$ cat config.mk
export PLATFORM = sky130hd
export DESIGN_NAME = max_rectangle_binary_matrix
export DESIGN_NICKNAME = d
export VERILOG_FILES = /design/src/mrb_pkg.sv /design/src/mrb_front.sv /design/src/mrb_fifo.sv /design/src/mrb_back.sv /design/src/max_rectangle_binary_matrix.sv
export SDC_FILE = /design/constraint.sdc
export NUM_CORES = 2
export LEC_CHECK = 0
export CORE_MARGIN = 1
export CORE_UTILIZATION = 55
export CTS_BUF_LIST = sky130_fd_sc_hd__clkbuf_16
export DETAILED_ROUTE_END_ITERATION = 8
export DONT_BUFFER_PORTS = 1
export GPL_ROUTABILITY_DRIVEN = 0
export PLACE_DENSITY = 0.7
export SLEW_MARGIN = 20
export SYNTH_ARGS = -nofsm -noshare
export SYNTH_HDL_FRONTEND = slang
export SYNTH_SLANG_ARGS = --single-unit
$ cat constraint.sdc
create_clock -name i_clk -period 7.15 [get_ports i_clk]
set_input_delay 1.0725 -clock i_clk [delete_from_list [all_inputs] [get_ports i_clk]]
set_output_delay 1.0725 -clock i_clk [all_outputs]
set_load 0.005 [all_outputs]
$ cat src/mrb_pkg.sv
package mrb_pkg;

    localparam int unsigned MAX_COLS_DEF = 64;
    localparam int unsigned MAX_ROWS_DEF = 64;

    localparam int unsigned CFG_W = 7;
    localparam int unsigned AREA_W = 13;
    localparam logic [AREA_W-1:0] AREA_LIMIT = 13'h1fff;
    localparam logic [CFG_W-1:0] COLS_RESET = 7'd64;

    localparam int unsigned APB_AW = 3;
    localparam int unsigned APB_DW = 32;
    localparam logic [APB_AW-1:0] ADDR_COLS = 3'd0;

    localparam int unsigned FIFO_DEPTH = 4;
    localparam int unsigned FIFO_AW = 2;

    typedef struct packed {
        logic set;
        logic last;
        logic row_end;
    } t_cell_flags;

    localparam int unsigned FLAG_W = $bits(t_cell_flags);

endpackage

$ cat src/mrb_front.sv
module mrb_front #(
    parameter int unsigned MAX_COLS = 64,
    parameter int unsigned CW = 6
) (
    input  logic                       i_clk,
    input  logic                       i_rst_n,
    input  logic [mrb_pkg::CFG_W-1:0]  i_cols,
    input  logic                       i_valid,
    output logic                       o_ready,
    input  logic                       i_cell,
    input  logic                       i_last,
    input  logic                       i_full,
    output logic                       o_push,
    output mrb_pkg::t_cell_flags       o_flags,
    output logic [CW-1:0]              o_pos
);
    import mrb_pkg::*;

    localparam int unsigned NW = $clog2(MAX_COLS + 1);
    localparam int unsigned CNT_W = (NW > CFG_W) ? NW : CFG_W;

    logic [CW-1:0]    r_pos;
    logic [CW-1:0]    n_pos;
    logic [CNT_W-1:0] w_cols_raw;
    logic [CNT_W-1:0] w_cols;
    logic [CNT_W-1:0] w_pos_ext;
    logic [CNT_W-1:0] w_pos;
    logic [CNT_W-1:0] w_pos_inc;
    logic             w_row_end;

    // effective column count and clamped position
    always_comb begin
        w_cols_raw = CNT_W'(i_cols);
        if (w_cols_raw == '0) begin
            w_cols = CNT_W'(1);
        end else if (w_cols_raw > CNT_W'(MAX_COLS)) begin
            w_cols = CNT_W'(MAX_COLS);
        end else begin
            w_cols = w_cols_raw;
        end
        w_pos_ext = CNT_W'(r_pos);
        w_pos     = (w_pos_ext >= w_cols) ? (w_cols - CNT_W'(1)) : w_pos_ext;
        w_pos_inc = w_pos + CNT_W'(1);
        w_row_end = i_last || (w_pos_inc >= w_cols);
        n_pos     = w_row_end ? '0 : CW'(w_pos_inc);
    end

    assign o_ready         = !i_full;
    assign o_push          = i_valid && !i_full;
    assign o_flags.set     = i_cell;
    assign o_flags.last    = i_last;
    assign o_flags.row_end = w_row_end;
    assign o_pos           = CW'(w_pos);

    always_ff @(posedge i_clk) begin
        if (!i_rst_n) begin
            r_pos <= '0;
        end else if (o_push) begin
            r_pos <= n_pos;
        end
    end

endmodule

$ cat src/mrb_fifo.sv
module mrb_fifo #(
    parameter int unsigned W = 9
) (
    input  logic         i_clk,
    input  logic         i_rst_n,
    input  logic         i_push,
    input  logic [W-1:0] i_data,
    output logic         o_full,
    input  logic         i_pop,
    output logic [W-1:0] o_data,
    output logic         o_empty
);
    import mrb_pkg::*;

    logic [W-1:0]       r_mem [FIFO_DEPTH];
    logic [FIFO_AW-1:0] r_wr;
    logic [FIFO_AW-1:0] r_rd;
    logic [FIFO_AW:0]   r_cnt;
    logic               w_push;
    logic               w_pop;

    assign o_full  = (r_cnt == (FIFO_AW + 1)'(FIFO_DEPTH));
    assign o_empty = (r_cnt == '0);
    assign o_data  = r_mem[r_rd];
    assign w_push  = i_push && !o_full;
    assign w_pop   = i_pop && !o_empty;

    always_ff @(posedge i_clk) begin
        if (w_push) begin
            r_mem[r_wr] <= i_data;
        end
    end

    always_ff @(posedge i_clk) begin
        if (!i_rst_n) begin
            r_wr  <= '0;
            r_rd  <= '0;
            r_cnt <= '0;
        end else begin
            if (w_push) begin
                r_wr <= r_wr + FIFO_AW'(1);
            end
            if (w_pop) begin
                r_rd <= r_rd + FIFO_AW'(1);
            end
            if (w_push && !w_pop) begin
                r_cnt <= r_cnt + (FIFO_AW + 1)'(1);
            end else if (w_pop && !w_push) begin
                r_cnt <= r_cnt - (FIFO_AW + 1)'(1);
            end
        end
    end

endmodule

$ cat src/mrb_back.sv
module mrb_back #(
    parameter int unsigned MAX_COLS = 64,
    parameter int unsigned MAX_ROWS = 64,
    parameter int unsigned CW = 6,
    parameter int unsigned HW = 7
) (
    input  logic                        i_clk,
    input  logic                        i_rst_n,
    input  logic                        i_empty,
    output logic                        o_pop,
    input  mrb_pkg::t_cell_flags        i_flags,
    input  logic [CW-1:0]               i_pos,
    output logic                        o_valid,
    input  logic                        i_ready,
    output logic [mrb_pkg::AREA_W-1:0]  o_area
);
    import mrb_pkg::*;

    localparam int unsigned NW = $clog2(MAX_COLS + 1);
    localparam int unsigned PW = HW + NW;
    localparam int unsigned XW = (PW > AREA_W) ? PW : AREA_W;
    localparam int unsigned SW = CW + HW;

    localparam logic [2:0] B_IDLE = 3'd0;
    localparam logic [2:0] B_UPD  = 3'd1;
    localparam logic [2:0] B_HRD  = 3'd2;
    localparam logic [2:0] B_CMP  = 3'd3;
    localparam logic [2:0] B_TOP  = 3'd4;
    localparam logic [2:0] B_FIN  = 3'd5;

    // height row and bar stack
    logic [HW-1:0] r_hmem [MAX_COLS];
    logic [SW-1:0] r_smem [MAX_COLS];
    logic [HW-1:0] r_hq;
    logic [SW-1:0] r_sq;

    logic [2:0]        r_state, n_state;
    t_cell_flags       r_flags, n_flags;
    logic [CW-1:0]     r_pos, n_pos;
    logic [NW-1:0]     r_n, n_n;
    logic [NW-1:0]     r_i, n_i;
    logic [NW-1:0]     r_depth, n_depth;
    logic [NW-1:0]     r_fill, n_fill;
    logic [HW-1:0]     r_top_h, n_top_h;
    logic [CW-1:0]     r_top_s, n_top_s;
    logic [CW-1:0]     r_lstart, n_lstart;
    logic              r_mul_v, n_mul_v;
    logic [PW-1:0]     r_mul_p, n_mul_p;
    logic [AREA_W-1:0] r_best, n_best;
    logic              r_out_v, n_out_v;
    logic [AREA_W-1:0] r_out_area, n_out_area;

    logic          w_h_we, w_h_re, w_s_we, w_s_re;
    logic [CW-1:0] w_h_waddr, w_h_raddr, w_s_waddr, w_s_raddr;
    logic [HW-1:0] w_h_wdata;
    logic [SW-1:0] w_s_wdata;
    logic [HW-1:0] w_hold, w_cur;
    logic [NW-1:0] w_pos_inc, w_width;
    logic [XW-1:0] w_prod_x;
    logic [AREA_W-1:0] w_sat;

    always_comb begin
        n_state    = r_state;
        n_flags    = r_flags;
        n_pos      = r_pos;
        n_n        = r_n;
        n_i        = r_i;
        n_depth    = r_depth;
        n_fill     = r_fill;
        n_top_h    = r_top_h;
        n_top_s    = r_top_s;
        n_lstart   = r_lstart;
        n_mul_v    = 1'b0;
        n_mul_p    = r_mul_p;
        n_best     = r_best;
        n_out_v    = r_out_v;
        n_out_area = r_out_area;
        o_pop      = 1'b0;
        w_h_we     = 1'b0;
        w_h_re     = 1'b0;
        w_s_we     = 1'b0;
        w_s_re     = 1'b0;
        w_h_waddr  = r_pos;
        w_h_raddr  = i_pos;
        w_s_waddr  = CW'(r_depth);
        w_s_raddr  = CW'(r_depth - NW'(2));
        w_s_wdata  = {r_lstart, r_hq};

        // entries past the fill count belong to an earlier matrix
        w_hold    = (NW'(r_pos) < r_fill) ? r_hq : '0;
        if (!r_flags.set) begin
            w_h_wdata = '0;
        end else if (w_hold < HW'(MAX_ROWS)) begin
            w_h_wdata = w_hold + HW'(1);
        end else begin
            w_h_wdata = HW'(MAX_ROWS);
        end
        w_pos_inc = NW'(r_pos) + NW'(1);
        w_cur     = (r_i < r_n) ? r_hq : '0;
        w_width   = r_i - NW'(r_top_s);

        // fold the previous product into the running best
        w_prod_x = XW'(r_mul_p);
        w_sat    = (w_prod_x > XW'(AREA_LIMIT)) ? AREA_LIMIT : AREA_W'(w_prod_x);
        if (r_mul_v && (w_sat > r_best)) begin
            n_best = w_sat;
        end

        if (r_out_v && i_ready) begin
            n_out_v = 1'b0;
        end

        case (r_state)
            B_IDLE: begin
                if (!i_empty) begin
                    o_pop   = 1'b1;
                    n_flags = i_flags;
                    n_pos   = i_pos;
                    w_h_re  = 1'b1;
                    n_state = B_UPD;
                end
            end
            B_UPD: begin
                w_h_we = 1'b1;
                if (w_pos_inc > r_fill) begin
                    n_fill = w_pos_inc;
                end
                if (r_flags.row_end) begin
                    n_n     = w_pos_inc;
                    n_i     = '0;
                    n_depth = '0;
                    n_state = B_HRD;
                end else begin
                    n_state = B_IDLE;
                end
            end
            B_HRD: begin
                w_h_raddr = CW'(r_i);
                w_h_re    = (r_i < r_n);
                n_lstart  = CW'(r_i);
                n_state   = B_CMP;
            end
            B_CMP: begin
                if ((r_depth != '0) && (r_top_h >= w_cur)) begin
                    // pop: bar spans from its left edge up to the current column
                    n_mul_v  = 1'b1;
                    n_mul_p  = PW'(r_top_h) * PW'(w_width);
                    n_lstart = r_top_s;
                    n_depth  = r_depth - NW'(1);
                    if (r_depth > NW'(1)) begin
                        w_s_re  = 1'b1;
                        n_state = B_TOP;
                    end
                end else if (r_i < r_n) begin
                    w_s_we    = 1'b1;
                    w_s_wdata = {r_lstart, w_cur};
                    n_top_s   = r_lstart;
                    n_top_h   = w_cur;
                    n_depth   = r_depth + NW'(1);
                    n_i       = r_i + NW'(1);
                    n_state   = B_HRD;
                end else begin
                    n_state = B_FIN;
                end
            end
            B_TOP: begin
                n_top_s = r_sq[SW-1:HW];
                n_top_h = r_sq[HW-1:0];
                n_state = B_CMP;
            end
            B_FIN: begin
                if (!r_flags.last) begin
                    n_state = B_IDLE;
                end else if (!r_out_v || i_ready) begin
                    n_out_v    = 1'b1;
                    n_out_area = r_best;
                    n_best     = '0;
                    n_fill     = '0;
                    n_state    = B_IDLE;
                end
            end
            default: begin
                n_state = B_IDLE;
            end
        endcase
    end

    always_ff @(posedge i_clk) begin
        if (w_h_we) begin
            r_hmem[w_h_waddr] <= w_h_wdata;
        end
        if (w_h_re) begin
            r_hq <= r_hmem[w_h_raddr];
        end
    end

    always_ff @(posedge i_clk) begin
        if (w_s_we) begin
            r_smem[w_s_waddr] <= w_s_wdata;
        end
        if (w_s_re) begin
            r_sq <= r_smem[w_s_raddr];
        end
    end

    always_ff @(posedge i_clk) begin
        if (!i_rst_n) begin
            r_state <= B_IDLE;
            r_depth <= '0;
            r_fill  <= '0;
            r_mul_v <= 1'b0;
            r_best  <= '0;
            r_out_v <= 1'b0;
        end else begin
            r_state <= n_state;
            r_depth <= n_depth;
            r_fill  <= n_fill;
            r_mul_v <= n_mul_v;
            r_best  <= n_best;
            r_out_v <= n_out_v;
        end
    end

    always_ff @(posedge i_clk) begin
        r_flags    <= n_flags;
        r_pos      <= n_pos;
        r_n        <= n_n;
        r_i        <= n_i;
        r_top_h    <= n_top_h;
        r_top_s    <= n_top_s;
        r_lstart   <= n_lstart;
        r_mul_p    <= n_mul_p;
        r_out_area <= n_out_area;
    end

    assign o_valid = r_out_v;
    assign o_area  = r_out_area;

    a_depth_bound: assert property (@(posedge i_clk) disable iff (!i_rst_n)
        r_depth <= NW'(MAX_COLS))
        else $error("bar stack deeper than the row");

    a_fill_bound: assert property (@(posedge i_clk) disable iff (!i_rst_n)
        r_fill <= NW'(MAX_COLS))
        else $error("fill count past the height row");

    a_idle_empty: assert property (@(posedge i_clk) disable iff (!i_rst_n)
        (r_state == B_IDLE) |-> (r_depth == '0))
        else $error("bar stack not drained between rows");

    a_mul_src: assert property (@(posedge i_clk) disable iff (!i_rst_n)
        r_mul_v |-> ($past(r_state) == B_CMP))
        else $error("product without a pop");

    a_fin_drained: assert property (@(posedge i_clk) disable iff (!i_rst_n)
        (r_state == B_FIN) |-> (!r_mul_v && (r_depth == '0)))
        else $error("row finished with work outstanding");

endmodule

$ cat src/max_rectangle_binary_matrix.sv
// channel   | dir | tdata                        | tlast     | other
// s_axis    | in  | [0] cell_req, [7:1] zero     | last_cell | -
// m_axis    | out | [12:0] max_area, [15:13] 0   | -         | one item per matrix
// apb       | cfg | columns_in_use at 0x0        | -         | pready always high
//
// back end takes each cell through a height read (B_IDLE) and then a height write (B_UPD)
// a row end sweeps the columns: each push takes a height read and a compare, and each pop a compare
// and, while bars remain, a bar read (B_TOP) from the registered read of the single-port bar stack
// reset is a short synchronous pulse; the height row is cleared by a fill count, no sweep
// input stalls only when the 4-entry cell queue is full
// a matrix result waits in the output register while the next cells are taken
module max_rectangle_binary_matrix #(
    parameter int unsigned MAX_COLS = mrb_pkg::MAX_COLS_DEF,
    parameter int unsigned MAX_ROWS = mrb_pkg::MAX_ROWS_DEF
) (
    input  logic                         i_clk,
    input  logic                         i_rst_n,
    input  logic                         i_s_axis_tvalid,
    output logic                         o_s_axis_tready,
    input  logic [7:0]                   i_s_axis_tdata,   // [0] cell_req
    input  logic                         i_s_axis_tlast,
    output logic                         o_m_axis_tvalid,
    input  logic                         i_m_axis_tready,
    output logic [15:0]                  o_m_axis_tdata,   // [12:0] max_area
    input  logic                         psel,
    input  logic                         penable,
    input  logic                         pwrite,
    input  logic [mrb_pkg::APB_AW-1:0]   paddr,
    input  logic [mrb_pkg::APB_DW-1:0]   pwdata,
    output logic [mrb_pkg::APB_DW-1:0]   prdata,
    output logic                         pready
);
    import mrb_pkg::*;

    localparam int unsigned CW = (MAX_COLS > 1) ? $clog2(MAX_COLS) : 1;
    localparam int unsigned HW = $clog2(MAX_ROWS + 1);
    localparam int unsigned QW = FLAG_W + CW;

    logic [CFG_W-1:0]  r_cols;
    logic              w_push;
    logic              w_full;
    t_cell_flags       w_push_flags;
    logic [CW-1:0]     w_push_pos;
    logic [QW-1:0]     w_q_out;
    logic              w_pop;
    logic              w_empty;
    t_cell_flags       w_pop_flags;
    logic [CW-1:0]     w_pop_pos;
    logic [AREA_W-1:0] w_area;

    assign pready = 1'b1;
    assign prdata = (paddr == ADDR_COLS) ? APB_DW'(r_cols) : '0;

    always_ff @(posedge i_clk) begin
        if (!i_rst_n) begin
            r_cols <= COLS_RESET;
        end else if (psel && penable && pwrite && pready && (paddr == ADDR_COLS)) begin
            r_cols <= pwdata[CFG_W-1:0];
        end
    end

    mrb_front #(
        .MAX_COLS (MAX_COLS),
        .CW       (CW)
    ) u_front (
        .i_clk   (i_clk),
        .i_rst_n (i_rst_n),
        .i_cols  (r_cols),
        .i_valid (i_s_axis_tvalid),
        .o_ready (o_s_axis_tready),
        .i_cell  (i_s_axis_tdata[0]),
        .i_last  (i_s_axis_tlast),
        .i_full  (w_full),
        .o_push  (w_push),
        .o_flags (w_push_flags),
        .o_pos   (w_push_pos)
    );

    mrb_fifo #(
        .W (QW)
    ) u_fifo (
        .i_clk   (i_clk),
        .i_rst_n (i_rst_n),
        .i_push  (w_push),
        .i_data  ({w_push_flags, w_push_pos}),
        .o_full  (w_full),
        .i_pop   (w_pop),
        .o_data  (w_q_out),
        .o_empty (w_empty)
    );

    assign w_pop_flags = t_cell_flags'(w_q_out[QW-1:CW]);
    assign w_pop_pos   = w_q_out[CW-1:0];

    mrb_back #(
        .MAX_COLS (MAX_COLS),
        .MAX_ROWS (MAX_ROWS),
        .CW       (CW),
        .HW       (HW)
    ) u_back (
        .i_clk   (i_clk),
        .i_rst_n (i_rst_n),
        .i_empty (w_empty),
        .o_pop   (w_pop),
        .i_flags (w_pop_flags),
        .i_pos   (w_pop_pos),
        .o_valid (o_m_axis_tvalid),
        .i_ready (i_m_axis_tready),
        .o_area  (w_area)
    );

    assign o_m_axis_tdata = 16'(w_area);

endmodule
== After elaboration in Yosys (flattened, before gate mapping) ==
Memories as Yosys holds them, arrays and structs flattened. A register that Yosys moved wholly into a read port is not among the register bits.
Cells that the tools add are included.
Storage, ports and cells
  flip-flop bits (word level): 121
  memory bits (writable): 1316
  input bits: 51
  output and inout bits: 51
  logic and storage cells: 178
  memories: 3
Memories
  u_back.r_smem: words 64, width 13, rd ports 1, clocked after Yosys merged registers in 1, wr ports 1, line mrb_back.sv:33  | logic [SW-1:0] r_smem [MAX_COLS];
  u_back.r_hmem: words 64, width 7, rd ports 1, clocked after Yosys merged registers in 1, wr ports 1, line mrb_back.sv:32  | logic [HW-1:0] r_hmem [MAX_COLS];
  u_fifo.r_mem: words 4, width 9, rd ports 1, clocked after Yosys merged registers in 1, wr ports 1, line mrb_fifo.sv:15  | logic [W-1:0] r_mem [FIFO_DEPTH];
Cells by class
  add/sub/neg operators: 13
  $mul: 1
  $lt $le $gt $ge: 11
  equality and inequality tests: 17
  multiplexer cells: 70
  bitwise logic cells: 1
  reduce and logical (&&, ||, !) cells: 40
Operators by type and width (count)
  7-bit 2-to-1 mux: 21
  13-bit 2-to-1 mux: 5
  7-bit one-hot mux with 2 select lines: 4
  6-bit 2-to-1 mux: 5
  7-bit by 1-bit adder with 7-bit output (second input constant): 4
  3-bit 2-to-1 mux: 8
  6-bit one-hot mux with 2 select lines: 2
  1-bit 2-to-1 mux: 20
  3-bit one-hot mux with 5 select lines: 1
  7-bit greater-or-equal comparator: 2
  14-bit by 13-bit greater-than comparator with 1-bit output (second input constant): 1
  7-bit by 7-bit multiplier with 14-bit output: 1
  7-bit by 1-bit subtractor with 7-bit output (second input constant): 2
  13-bit greater-than comparator: 1
  2-bit by 1-bit inequality test with 1-bit output (second input constant): 6
  3-bit AND reduction: 4
  1-bit logical AND: 11
  2-bit AND reduction: 5
  2-bit nonzero test: 5
  3-bit equality test (second input constant): 3
  3-bit zero test: 3
  4-bit AND reduction: 2
  6-bit by 1-bit adder with 7-bit output (second input constant): 1
  6-bit by 7-bit greater-or-equal comparator with 1-bit output: 1
  other kinds (24): 35

== Longest topological paths before layout ==
  depth in word-level cells: 9
  depth in mapped cells: 25

== By module ==
Synthesis repeated with hierarchy kept, for this count alone.
Second synthesis, totals
  cells, all modules: 3533
  area total of the unflattened synthesis: 62443.6 µm²
Modules (own cells, without submodules)
  mrb_back: times used 1, cells an instance 3220, area each 59031.6 µm², sequential area each 41750.0 µm²
  mrb_fifo: times used 1, cells an instance 95, area each 1781.7 µm², sequential area each 1261.2 µm²
  mrb_front: times used 1, cells an instance 147, area each 1047.3 µm², sequential area each 120.1 µm²
  max_rectangle_binary_matrix: times used 1, cells an instance 71, area each 583.1 µm², sequential area each 140.1 µm²

== Worst setup path after synthesis ==
No wires, ideal clock.
  path kind: register to register
  start point: reg u_back.r_i[0]
  end point: reg u_back.r_mul_p[12], data pin
  library setup time: 0.137 ns
  arrival time: 5.488 ns
  slack: 1.525 ns
  cell stages (with the launch flop): 26
  clock period less this slack: 5.625 ns
  cells stage by stage: edfxtp_1 -> inv_1 -> ha_1 -> fa_1 -> inv_1 -> a21o_1 -> a21oi_1 -> o21bai_1 -> a21o_1 -> xnor2_1 -> nand2_1 -> fa_1 -> fa_1 -> inv_1 -> fa_1 -> inv_1 -> fa_1 -> inv_1 -> ha_1 -> inv_1 -> o21bai_1 -> a21oi_1 -> o21bai_1 -> a21oi_1 -> or4b_2 -> nand4_1
Between the ends
  word-level cells in the longest chain between the ends: 2
RTL lines
  start: declaration: line mrb_back.sv:41  | logic [NW-1:0] r_i, n_i;
  start signal: assignment: line mrb_back.sv:228  | r_i <= n_i;
  7-bit by 6-bit subtractor with 7-bit output: line mrb_back.sv:100  | w_width = r_i - NW'(r_top_s);
  7-bit by 7-bit multiplier with 14-bit output: line mrb_back.sv:147  | n_mul_p = PW'(r_top_h) * PW'(w_width);
  end signal: assignment: line mrb_back.sv:232  | r_mul_p <= n_mul_p;
  end: declaration: line mrb_back.sv:48  | logic [PW-1:0] r_mul_p, n_mul_p;
No other way between the ends.
A chain may end at the register's enable or synchronous reset.

== Worst setup path in the final report ==
Ends and elaborated chain as after synthesis.

==> metrics <==
outcome=finished, final reports clean; global-route wire length before repair=between 200 and 250 mm; H-tree levels=4; Max Buffers Root-to-Sink=3; critical path peak fanout=7; unrepaired setup endpoints after global routing=false; Initial Util=55.7%; Worst Skew=31.0 ps; fraction of layout cells with a size suffix above 1=about 17%; LEAKAGE=approximately 23 nW; post-route cell area=67600 um2; layout net count=4028; pwr dens=roughly 370 nW/um2; largest net degree at the start of global routing=151; IO Pins=a little over 100; sequential area share after synthesis=a little under three quarters; WP data arrival=6790 ps; Slew HR=26.2%; Setup crit start kind=flip-flop; Worst path depth=25; Mapped Cells=3760; wirelength, routed=approximately 140 mm; Initial DRC Count=roughly 4000; CTS buffer count=146; Die Height=335 um; Max Fclk=0.162 GHz; post-synthesis cell type count=72; yosys synthesis warning count=0; critical path class=reg -> reg; initial antenna violation count=2; worst skew pair latency=760 ps; Hold Vio Cnt, Final=0; Fin Setup TNS=0 ps; R2R depth=25; CTS tree=yes; EDFF count, synth=1405; maximum vdd drop=0.000302 V; Final period util=86.5%; Crit path max-delay family=adder cells; drc violations=0; Most Frequent Cell on Critical Path=inv_1; vias per inst=about 6.1; largest cells by area after synthesis=edfxtp_1, mux4_2, nand2_1; #FFs+latches synth=1459; DR pass1 iterations=5; Syn Area/Cell=16.2 um2; Post-DP HPWL=between 80 and 90 mm; Routed Antenna Nets=0; Hold WC Path Type=in -> reg; ys flop type=edfxtp_1; postcts setup bufs=0; share of synthesized registers carrying an async set or reset=0%; diode count=0; GRT Overall Usage=between 20% and 30%; Post-DP Area=62900 um2; FP Rows=121; fillcell total=roughly 7800; Multi-input gate area=16400 um2; CTS clk-pin slew, worst paths=roughly 60 ps; core area=109000 um2; worst-margin pin slew=1100 ps; CP peak stage delay=620 ps; hold slack=about 410 ps; Crit path buffers/inverters=6; vias=32900; Slew Viols, Final=0; CTS Root Cell=clkbuf_16; Area growth syn-to-layout=11.0%; Die ar.=112000 um2; Worst Setup End Kind=flip-flop; final setup violation count=0; Hold Buf Count CTS=0; Die Width=335 um; GRT Residual Overflow=0; wire per inst=~25 um; port bufs=0; post_cts resized=0; CP Data Required Time=7750 ps; clk sinks=1459; Synth top area share=69.3%; cell depth of the worst hold path=0; crit path max-delay cell type=or4b_2; Mapped Area=just over 60000 um2; max cap viols=0; minimum clock period=a little over 6000 ps; vias in the first global route=32000; post-layout util=approximately 62%; top cell type by total area after synthesis=edfxtp_1; FF+latch area=43300 um2
## power breakdown
group	internal (mW)	switching (mW)	total (mW)
combinational	2.23	4.64	6.87
clock	4.31	3.19	7.50
sequential	10.7	0.239	10.9
total	17.2	8.07	25.3
## cell type report
type | count | area share [%]
sequential | 1459 | 64.0
multi-input combinational | 2018 | 24.3
clock buffer | 150 | 5.55
tap | 1476 | 2.73
timing repair buffer | 131 | 1.51
clock inverter | 111 | 1.37
inverter | 87 | 0.483
## layer usage
metal | share of wire [%] | GRT usage, %
met1 | 42 | 36.2
met2 | 46 | 36.9
met3 | 8.9 | 5.12
met4 | 2.9 | 8.11
met5 | 0.017 | 0
## worst reg2reg max path, delay by kind of cell (launching register included)
family,cells,cell delay [ps]
compound gates,8,1290
fa+ha+maj,7,2590
flops,1,510
buf+inv,6,390
xor+xnor,1,410
simple gates,3,860
## sequential cells by signal, summed over array words and instances (netlist names), 3 cells and up, named ones only
| signal | cells |
|---|---|
| r_cols | 7 |
| u_back.r_best | 13 |
| u_back.r_state | 3 |
| u_fifo.r_mem | 36 |
| u_back.r_mul_p | 14 |
| u_back.r_lstart | 6 |
| u_back.r_n | 7 |
| u_back.o_area | 13 |
| u_back.r_fill | 7 |
| u_back.r_flags | 3 |
| u_back.r_top_s | 6 |
| u_front.r_pos | 6 |
| u_back.r_smem | 832 |
| u_back.r_pos | 6 |
| u_back.r_sq | 13 |
| u_back.r_depth | 7 |
| u_back.r_hmem | 448 |
| u_back.r_top_h | 7 |
| u_back.r_i | 7 |
| u_fifo.r_cnt | 3 |
| u_back.r_hq | 7 |
## worst paths after layout
kind	startpoint	endpoint	slack, ps
min reg2reg	u_back.r_best[10]	u_back.o_area[10]	460
min	i_s_axis_tdata[0]	u_fifo.r_mem[2][8]	410
max	u_back.r_i[0]	u_back.r_mul_p[12]	970
max reg2reg	u_back.r_i[0]	u_back.r_mul_p[12]	970
## cells in the mapped netlist (4+ instances only)
master / count
edfxtp_1: 1405
nand2_1: 558
mux4_2: 269
nor2_1: 188
nand3_1: 171
a21oi_1: 119
ha_1: 108
clkbuf_1: 93
inv_1: 87
buf_2: 58
dfxtp_1: 54
and3_1: 52
mux2i_1: 45
a31oi_1: 44
and2_1: 40
buf_4: 36
nor2b_1: 31
buf_1: 29
fa_1: 26
o21ai_0: 26
xnor2_1: 24
a21o_1: 23
nor4_1: 22
o22ai_1: 22
a211oi_1: 17
o21a_1: 17
or2_2: 16
or3_1: 15
xor2_1: 15
nand4_1: 14
nand2b_1: 13
nor3_1: 13
mux2_2: 12
or4_1: 10
buf_6: 7
nand3b_1: 7
o211ai_1: 6
o2bb2ai_1: 6
o21bai_1: 4
or3b_2: 4
## cell usage in the layout (no fill, tap or decap), types with 39 or more instances in the layout
cell,n
mux4_2,269
nand2_1,558
nor2_1,185
edfxtp_1,1405
clkbuf_16,150
and3_1,52
a21oi_1,117
dfxtp_1,52
buf_4,128
inv_1,114
a31oi_1,43
ha_1,107
and2_1,39
nand3_1,171
mux2i_1,45
## cell families after synthesis
group           synth area share (%)
other cells                   0.0123
simple gates                    8.69
flops                           71.0
compound gates                  3.25
buf+inv                         2.34
xor+xnor                       0.561
fa+ha+maj                       3.07
mux                             11.0
## metrics by stage
stage	total power [mW]	setup WS [ps]	std cells
after floorplan	15.8	1530	3787
after global placement	17.7	1020	5171
after detailed placement	17.9	957	5171
after CTS	25.3	951	5432
after global routing	26.4	510	5432
final	25.3	966	5432
(Power assumes the default switching activity.)
